===== config.mk =====
export PLATFORM = sky130hd
export DESIGN_NAME = magnetometer_heading_filter
export DESIGN_NICKNAME = d
export VERILOG_FILES = /design/src/rtl/core/mhf_pkg.sv /design/src/rtl/core/mhf_front.sv /design/src/rtl/core/mhf_queue.sv /design/src/rtl/core/mhf_back.sv /design/src/rtl/core/magnetometer_heading_filter.sv
export SDC_FILE = /design/constraint.sdc
export NUM_CORES = 2
export LEC_CHECK = 0
export BUFFER_PORTS_ARGS = -buffer_cell sky130_fd_sc_hd__buf_2
export CAP_MARGIN = 0
export CELL_PAD_IN_SITES_DETAIL_PLACEMENT = 0
export CELL_PAD_IN_SITES_GLOBAL_PLACEMENT = 1
export CORE_MARGIN = 4
export CORE_UTILIZATION = 46
export CTS_CLUSTER_DIAMETER = 60
export DETAILED_ROUTE_END_ITERATION = 7
export PLACE_DENSITY_LB_ADDON = 0.12
export SLEW_MARGIN = 5
export SYNTH_ARGS = -nofsm -noshare
export SYNTH_HDL_FRONTEND = slang
export SYNTH_HIERARCHICAL = 1
export SYNTH_SLANG_ARGS = --single-unit
export TNS_END_PERCENT = 10

===== constraint.sdc =====
create_clock -name clk -period 8.2 [get_ports clk]
set_input_delay 1.64 -clock clk [delete_from_list [all_inputs] [get_ports clk]]
set_output_delay 1.64 -clock clk [all_outputs]
set_load 0.01 [all_outputs]

===== src/rtl/core/mhf_pkg.sv =====
package mhf_pkg;

  localparam int DEF_ANGLE_BITS        = 16;
  localparam int DEF_CORDIC_ITERATIONS = 16;
  localparam int ATAN_TABLE_LEN        = 24;
  localparam int GUARD_SHIFT           = 8;
  localparam int QUEUE_DEPTH           = 2;

  localparam logic [16:0] GAIN_RESET = 17'd6554;
  localparam logic [16:0] GAIN_ONE   = 17'd65536;

  typedef struct packed {
    logic              sample_ok;
    logic signed [15:0] mag_x;
    logic signed [15:0] mag_y;
    logic [15:0]        target_angle;
  } sample_t;

  typedef struct packed {
    logic [15:0]        heading;
    logic signed [15:0] heading_delta;
  } result_t;

  // Classified word handed from front to back.
  typedef struct packed {
    logic               ok;
    logic               rotate;     // nonzero vector with a good read
    logic               half_turn;  // vector was folded into the right half plane
    logic signed [16:0] x;
    logic signed [16:0] y;
    logic [15:0]        target;
  } entry_t;

  // atan(2^-i) in units of 2^32 per turn
  function automatic logic [31:0] atan_turn32(input logic [4:0] idx);
    logic [31:0] v;
    case (idx)
      5'd0:    v = 32'h2000_0000;
      5'd1:    v = 32'h12E4_051E;
      5'd2:    v = 32'h09FB_385B;
      5'd3:    v = 32'h0511_11D4;
      5'd4:    v = 32'h028B_0D43;
      5'd5:    v = 32'h0145_D7E1;
      5'd6:    v = 32'h00A2_F61E;
      5'd7:    v = 32'h0051_7C55;
      5'd8:    v = 32'h0028_BE53;
      5'd9:    v = 32'h0014_5F2F;
      5'd10:   v = 32'h000A_2F98;
      5'd11:   v = 32'h0005_17CC;
      5'd12:   v = 32'h0002_8BE6;
      5'd13:   v = 32'h0001_45F3;
      5'd14:   v = 32'h0000_A2FA;
      5'd15:   v = 32'h0000_517D;
      5'd16:   v = 32'h0000_28BE;
      5'd17:   v = 32'h0000_145F;
      5'd18:   v = 32'h0000_0A30;
      5'd19:   v = 32'h0000_0518;
      5'd20:   v = 32'h0000_028C;
      5'd21:   v = 32'h0000_0146;
      5'd22:   v = 32'h0000_00A3;
      5'd23:   v = 32'h0000_0051;
      default: v = 32'h0000_0000;
    endcase
    return v;
  endfunction

endpackage


===== src/rtl/core/mhf_front.sv =====
module mhf_front (
  input  logic              sample_valid,
  input  mhf_pkg::sample_t  sample,
  input  logic              queue_full,
  output logic              sample_stall,
  output logic              push,
  output mhf_pkg::entry_t   push_entry
);
  import mhf_pkg::*;

  logic signed [16:0] x_ext;
  logic signed [16:0] y_ext;
  logic               neg;

  assign x_ext = 17'(sample.mag_x);
  assign y_ext = 17'(sample.mag_y);
  assign neg   = sample.mag_x[15];

  assign sample_stall = queue_full;
  assign push         = sample_valid && !queue_full;

  always_comb begin
    push_entry.ok        = sample.sample_ok;
    push_entry.rotate    = sample.sample_ok && ((sample.mag_x != '0) || (sample.mag_y != '0));
    push_entry.half_turn = neg;
    // fold the left half plane onto the right one
    push_entry.x         = neg ? -x_ext : x_ext;
    push_entry.y         = neg ? -y_ext : y_ext;
    push_entry.target    = sample.target_angle;
  end

endmodule


===== src/rtl/core/mhf_queue.sv =====
module mhf_queue (
  input  logic             clk,
  input  logic             rst,
  input  logic             push,
  input  mhf_pkg::entry_t  push_entry,
  input  logic             pop,
  output logic             full,
  output logic             nonempty,
  output mhf_pkg::entry_t  head
);
  import mhf_pkg::*;

  localparam int PTR_W = (QUEUE_DEPTH > 1) ? $clog2(QUEUE_DEPTH) : 1;
  localparam int CNT_W = $clog2(QUEUE_DEPTH + 1);

  entry_t             slots [QUEUE_DEPTH];
  logic [PTR_W-1:0]   wr_ptr;
  logic [PTR_W-1:0]   rd_ptr;
  logic [CNT_W-1:0]   count;

  assign full     = (count == CNT_W'(QUEUE_DEPTH));
  assign nonempty = (count != '0);
  assign head     = slots[rd_ptr];

  always_ff @(posedge clk) begin
    if (rst) begin
      wr_ptr <= '0;
      rd_ptr <= '0;
      count  <= '0;
    end else begin
      if (push) begin
        wr_ptr <= (wr_ptr == PTR_W'(QUEUE_DEPTH - 1)) ? '0 : wr_ptr + 1'b1;
      end
      if (pop) begin
        rd_ptr <= (rd_ptr == PTR_W'(QUEUE_DEPTH - 1)) ? '0 : rd_ptr + 1'b1;
      end
      if (push && !pop) begin
        count <= count + 1'b1;
      end else if (pop && !push) begin
        count <= count - 1'b1;
      end
    end
  end

  always_ff @(posedge clk) begin
    if (push) begin
      slots[wr_ptr] <= push_entry;
    end
  end

endmodule


===== src/rtl/core/mhf_back.sv =====
module mhf_back #(
  parameter int ANGLE_BITS        = mhf_pkg::DEF_ANGLE_BITS,
  parameter int CORDIC_ITERATIONS = mhf_pkg::DEF_CORDIC_ITERATIONS
) (
  input  logic             clk,
  input  logic             rst,
  input  logic             gain_valid,
  input  logic [16:0]      gain_data,
  output logic             gain_ready,
  input  logic             queue_nonempty,
  input  mhf_pkg::entry_t  head,
  output logic             pop,
  output logic             result_valid,
  input  logic             result_stall,
  output mhf_pkg::result_t result
);
  import mhf_pkg::*;

  localparam int XW   = 28;
  localparam int IW   = $clog2(CORDIC_ITERATIONS);
  localparam int PW   = ANGLE_BITS + 18;
  localparam int AB   = ANGLE_BITS;

  typedef enum logic [3:0] {
    ST_IDLE   = 4'b0001,
    ST_ROT    = 4'b0010,
    ST_SMOOTH = 4'b0100,
    ST_DONE   = 4'b1000
  } state_t;

  state_t               state;
  logic [16:0]          gain;
  logic [AB-1:0]        filtered;
  logic signed [XW-1:0] x;
  logic signed [XW-1:0] y;
  logic [31:0]          z;
  logic [IW-1:0]        iter;
  logic                 ok;
  logic [AB-1:0]        target;
  logic signed [PW-1:0] prod;

  logic signed [XW-1:0] x_sh;
  logic signed [XW-1:0] y_sh;
  logic [31:0]          atan_val;
  logic [31:0]          z_round;
  logic [AB-1:0]        raw;
  logic signed [AB-1:0] diff;
  logic signed [PW-1:0] diff_ext;
  logic signed [PW-1:0] gain_ext;
  logic signed [PW:0]   round_sum;
  logic [AB-1:0]        step;
  logic [AB-1:0]        smoothed;
  logic [AB-1:0]        heading_ab;
  logic [AB-1:0]        delta_ab;
  logic [AB+15:0]       target_wide;
  logic [AB+15:0]       heading_wide;
  logic [AB+15:0]       delta_wide;
  logic                 out_free;

  assign gain_ready = 1'b1;
  assign pop        = (state == ST_IDLE) && queue_nonempty;
  assign out_free   = !result_valid || !result_stall;

  assign x_sh     = x >>> iter;
  assign y_sh     = y >>> iter;
  assign atan_val = atan_turn32(5'(iter));

  // round to AB bits: add half an LSB, keep the top bits
  assign z_round  = z + (32'd1 << (31 - AB));
  assign raw      = z_round[31 -: AB];
  assign diff     = signed'(raw - filtered);
  assign diff_ext = PW'(diff);
  assign gain_ext = signed'(PW'(gain));

  assign round_sum  = (PW + 1)'(prod) + (PW + 1)'(32768);
  assign step       = round_sum[AB+15:16];
  assign smoothed   = filtered + step;
  assign heading_ab = ok ? smoothed : '0;
  assign delta_ab   = target - heading_ab;

  assign target_wide  = {{AB{1'b0}}, head.target};
  assign heading_wide = {16'b0, heading_ab};
  assign delta_wide   = {{16{delta_ab[AB-1]}}, delta_ab};

  always_ff @(posedge clk) begin
    if (rst) begin
      gain <= GAIN_RESET;
    end else if (gain_valid) begin
      gain <= (gain_data > GAIN_ONE) ? GAIN_ONE : gain_data;
    end
  end

  always_ff @(posedge clk) begin
    if (rst) begin
      state        <= ST_IDLE;
      filtered     <= '0;
      result_valid <= 1'b0;
    end else begin
      // drop a taken word unless the next one replaces it
      if (result_valid && !result_stall && (state != ST_DONE)) begin
        result_valid <= 1'b0;
      end
      case (state)
        ST_IDLE: begin
          if (queue_nonempty) begin
            state <= head.rotate ? ST_ROT : ST_SMOOTH;
          end
        end
        ST_ROT: begin
          if (iter == IW'(CORDIC_ITERATIONS - 1)) begin
            state <= ST_SMOOTH;
          end
        end
        ST_SMOOTH: begin
          state <= ST_DONE;
        end
        ST_DONE: begin
          // hold until the output register can take the word
          if (out_free) begin
            result_valid <= 1'b1;
            if (ok) begin
              filtered <= smoothed;
            end
            state <= ST_IDLE;
          end
        end
        default: begin
          state <= ST_IDLE;
        end
      endcase
    end
  end

  always_ff @(posedge clk) begin
    case (state)
      ST_IDLE: begin
        if (queue_nonempty) begin
          x      <= XW'(head.x) <<< GUARD_SHIFT;
          y      <= XW'(head.y) <<< GUARD_SHIFT;
          z      <= (head.rotate && head.half_turn) ? 32'h8000_0000 : 32'h0;
          iter   <= '0;
          ok     <= head.ok;
          target <= target_wide[AB-1:0];
        end
      end
      ST_ROT: begin
        if (y > 0) begin
          x <= x + y_sh;
          y <= y - x_sh;
          z <= z + atan_val;
        end else begin
          x <= x - y_sh;
          y <= y + x_sh;
          z <= z - atan_val;
        end
        iter <= iter + 1'b1;
      end
      ST_SMOOTH: begin
        prod <= diff_ext * gain_ext;
      end
      ST_DONE: begin
        if (out_free) begin
          result.heading       <= heading_wide[15:0];
          result.heading_delta <= signed'(delta_wide[15:0]);
        end
      end
      default: begin
      end
    endcase
  end

endmodule


===== src/rtl/core/magnetometer_heading_filter.sv =====
// channel   direction  handshake                  word
// sample    in         sample_valid / sample_stall mhf_pkg::sample_t
// result    out        result_valid / result_stall mhf_pkg::result_t
// gain      in         gain_valid / gain_ready     17-bit smoothing gain, Q1.16
//
// In the back end a good nonzero sample runs ST_IDLE, ST_ROT, ST_SMOOTH and
// ST_DONE, with ST_ROT doing CORDIC_ITERATIONS steps on the one shared CORDIC
// micro-rotation stage; a failed read or a zero vector skips ST_ROT.
// The two-word queue lets the front accept samples while the back end works,
// and the output register lets the back end finish while the result is stalled.
// Reset clears the heading to 0 and loads the gain with 6554 (about 0.1).
module magnetometer_heading_filter #(
  parameter int ANGLE_BITS        = mhf_pkg::DEF_ANGLE_BITS,
  parameter int CORDIC_ITERATIONS = mhf_pkg::DEF_CORDIC_ITERATIONS
) (
  input  logic             clk,
  input  logic             rst,
  input  logic             sample_valid,
  output logic             sample_stall,
  input  mhf_pkg::sample_t sample,
  output logic             result_valid,
  input  logic             result_stall,
  output mhf_pkg::result_t result,
  input  logic             gain_valid,
  output logic             gain_ready,
  input  logic [16:0]      gain_data
);
  import mhf_pkg::*;

  logic   push;
  entry_t push_entry;
  logic   queue_full;
  logic   queue_nonempty;
  logic   pop;
  entry_t head;

  mhf_front u_front (
    .sample_valid (sample_valid),
    .sample       (sample),
    .queue_full   (queue_full),
    .sample_stall (sample_stall),
    .push         (push),
    .push_entry   (push_entry)
  );

  mhf_queue u_queue (
    .clk        (clk),
    .rst        (rst),
    .push       (push),
    .push_entry (push_entry),
    .pop        (pop),
    .full       (queue_full),
    .nonempty   (queue_nonempty),
    .head       (head)
  );

  mhf_back #(
    .ANGLE_BITS        (ANGLE_BITS),
    .CORDIC_ITERATIONS (CORDIC_ITERATIONS)
  ) u_back (
    .clk            (clk),
    .rst            (rst),
    .gain_valid     (gain_valid),
    .gain_data      (gain_data),
    .gain_ready     (gain_ready),
    .queue_nonempty (queue_nonempty),
    .head           (head),
    .pop            (pop),
    .result_valid   (result_valid),
    .result_stall   (result_stall),
    .result         (result)
  );

endmodule

==> flow_summary.ini <==
[clocking]
number_of_clock_sinks = 337
max-clock-path-buffers = 3
cts_made_buffers = 45
clock-root-buffer = clkbuf_16
cts_tree = yes
cts_h_tree_depth = 2
clock_latency_ps = 590
hold_buffers = 0
clock_slew_at_reported_path_ffs_ps = 60

[yosys]
yosys_synthesis_warning_count = 6
syn_avg_cell_area_um2 = 9.59
synth_async_sr_flop_share_pct = 0
synth-edff-count = 264
register_bit_total_from_synthesis = 337
seq_area_frac_synth_pct = 28.6
mapped_cell_area_um2 = 32800
netlist-cell-type-count = 92
synth_flop_cell = edfxtp_1
mappedNetlistNets = 3959
syn-instance-count = 3419

[worst_setup_path]
worstSetupStartpoint = u_back/z[15]
timing.critical_path.slowest_stage_cell = fa_1
crit_top_cell = fa_1
critPathCaptureType = register
worstPathArrival_ps = 8530
timing.critical_path.slowest_cell_delay_ps = 520
crit_required_ps = 8530
kind_of_start_point_of_the_critical_path = register
worstReg2RegStart = u_back/z[15]
critPathMaxFanout = 4
path_class = register to register

[cells_and_area]
multiInputGateArea_um2 = 21500
final_core_utilization_pct = 52.2
finalNetCount = 4088
layout-drive-gt1-share_pct = 14.8
final_common_cell = nand2_1
final_cell_area_um2 = 36700
flow.area_growth_from_synthesis_pct = 12.1
layoutNonFillerInstCount = 4527
fillers = 6473
register_area_um2 = 9390
commonest_cells_after_routing_fill_and_taps_aside = nand2_1 (400), inv_1 (372), edfxtp_1 (264), ha_1 (248), fa_1 (212)

[sta]
timing_worst_slew_pin_value_ps = 1170
hold_violations = 0
final_min_period_over_clock_period_pct = 100
whs_ps = 517
maximum_operating_frequency_mhz = 122
timing.final.crit_period_ps = 8200
endpoints_failing_setup = 0
final_max_slew_viol_count = 0
rsz0062_at_grt = true
relSlewSlack_pct = 22.2
finalClockSkew_ps = 26.4

[route]
via_per_inst = 5.57
postRouteAntennaNets = 0
detail_route.first_pass.iterations = 5
detail_route.wirelength_um = 86800
drt_drc_violations_left = 0
drtIter0Drc = 1347
post_drt_wl_per_cell_um = 19.2
vias = 25212

[floorplan]
floorplan.die_area_um2 = 75600
initial_core_util_pct = 46.6
horizontal_die_dimension_um = 275
placeable_area_um2 = 70400
floorplan.io_pins = 106
die_h_um = 275
rows = 97

[global_route]
first_global_vias = 25650
grt_antenna_before_repair = 1
grt_first_pass_wirelength_um = 138000
grt.total_usage_pct = 22.9
maximum_number_of_pins_on_one_net_before_global_route_repair = 74
grt_overflow_total = 0

[place]
gp_routability_congestion = 0.923
place_hpwl_um = 66900
placed_area_um2 = 34700
port_buffers = 104
placed_cells = 4424

[outcome]
outcome = finished, final reports clean

[run]
drv_cap = 0

[min_path]
holdCritPathClass = register to register
min-delay-start = u_queue/rd_ptr
sequential cells by signal, indices dropped and copies added, names as in the netlist, named ones only:
| register | count |
|---|---|
| u_back/gain | 17 |
| u_back/target | 16 |
| u_back/x | 28 |
| u_back/filtered | 16 |
| u_queue/slots | 106 |
| u_queue/count | 2 |
| u_back/result_valid | 1 |
| u_back/state | 4 |
| u_back/atan_val | 30 |
| u_back/y | 28 |
| u_queue/rd_ptr | 1 |
| u_back/result | 32 |
| u_back/prod | 17 |
| u_back/iter | 4 |
| u_queue/wr_ptr | 1 |
| u_back/ok | 1 |
| u_back/z | 32 |
critical path: cells and delay by family (launching register included):
kind,cells,cell delay [ps]
fa+ha+maj,10,3790
buf+inv,6,440
xor+xnor,2,460
simple gates,7,980
compound gates,11,1850
flops,1,430
path summary, 6_finish.rpt:
| check | endpoint | slack, ps | cells past startpoint |
|---|---|---|---|
| setup reg to reg | u_back/prod[31] | 0.05 | 36 |
| setup / recovery | u_back/prod[31] | 0.05 | 36 |
| hold reg to reg | register | 520 | 2 |
| hold / removal | register | 520 | 2 |
metal layers:
metal | track usage (%) | vias to the layer above | share of wire, %
met3 | 2.82 | 140 | 4.1
met1 | 29.6 | 12464 | 43
li1 | - | 12063 | -
met5 | 0 | - | 0
met4 | 7.99 | 0 | 3.6
met2 | 39.9 | 545 | 49
Yosys cell counts, drive strengths merged (36+ instances only):
cell type	n	area, um^2
nand2	402	1510
inv	378	1420
edfxtp	264	7930
ha	256	3200
fa	213	4260
nor2	202	758
o21ai	173	866
xnor2	167	1460
a21oi	161	810
and2	105	658
xor2	103	910
mux2	88	1000
clkbuf	87	327
dfxtp	73	1460
a21o	67	504
buf	66	465
nor3	52	270
mux4	51	1170
mux2i	49	490
nand3	48	245
nor2b	37	231
nand2b	36	225
cell families after synthesis:
kind of cell,Yosys count,synth area share (%)
AO/OA/AOI/OAI,624,12.0
XOR/XNOR,271,7.30
adder cells (fa/ha/maj),469,22.8
buffers and inverters,534,6.78
flip-flops,337,28.6
multiplexers,188,8.11
other,2,0.0229
AND/OR/NAND/NOR,994,14.4
cell type report:
class                      count  share of cell area (%)
antenna                        2                  0.0136
clock buffer                  51                    3.30
clock inverter                33                    1.29
inverter                     381                    3.90
multi-input combinational   2548                    58.6
sequential                   337                    25.6
tap                          940                    3.20
timing repair buffer         235                    4.19
metrics by stage:
step,setup slack (ps),TNS (ps)
floorplan,-8.33,-8.33
global placement,-277,-711
detailed placement,-416,-1200
CTS,-200,-200
global route,-354,-1250
finish,0.0542,0
repair_timing:
action                     CTS  global route
gates cloned                 0             1
resized for setup           18            29
pin swaps                   23            33
buffers inserted             4            12
setup endpoints to repair    9            11
Power is not shown: default switching activity piles up to over one toggle a cycle in this logic, so the estimate is an artifact.
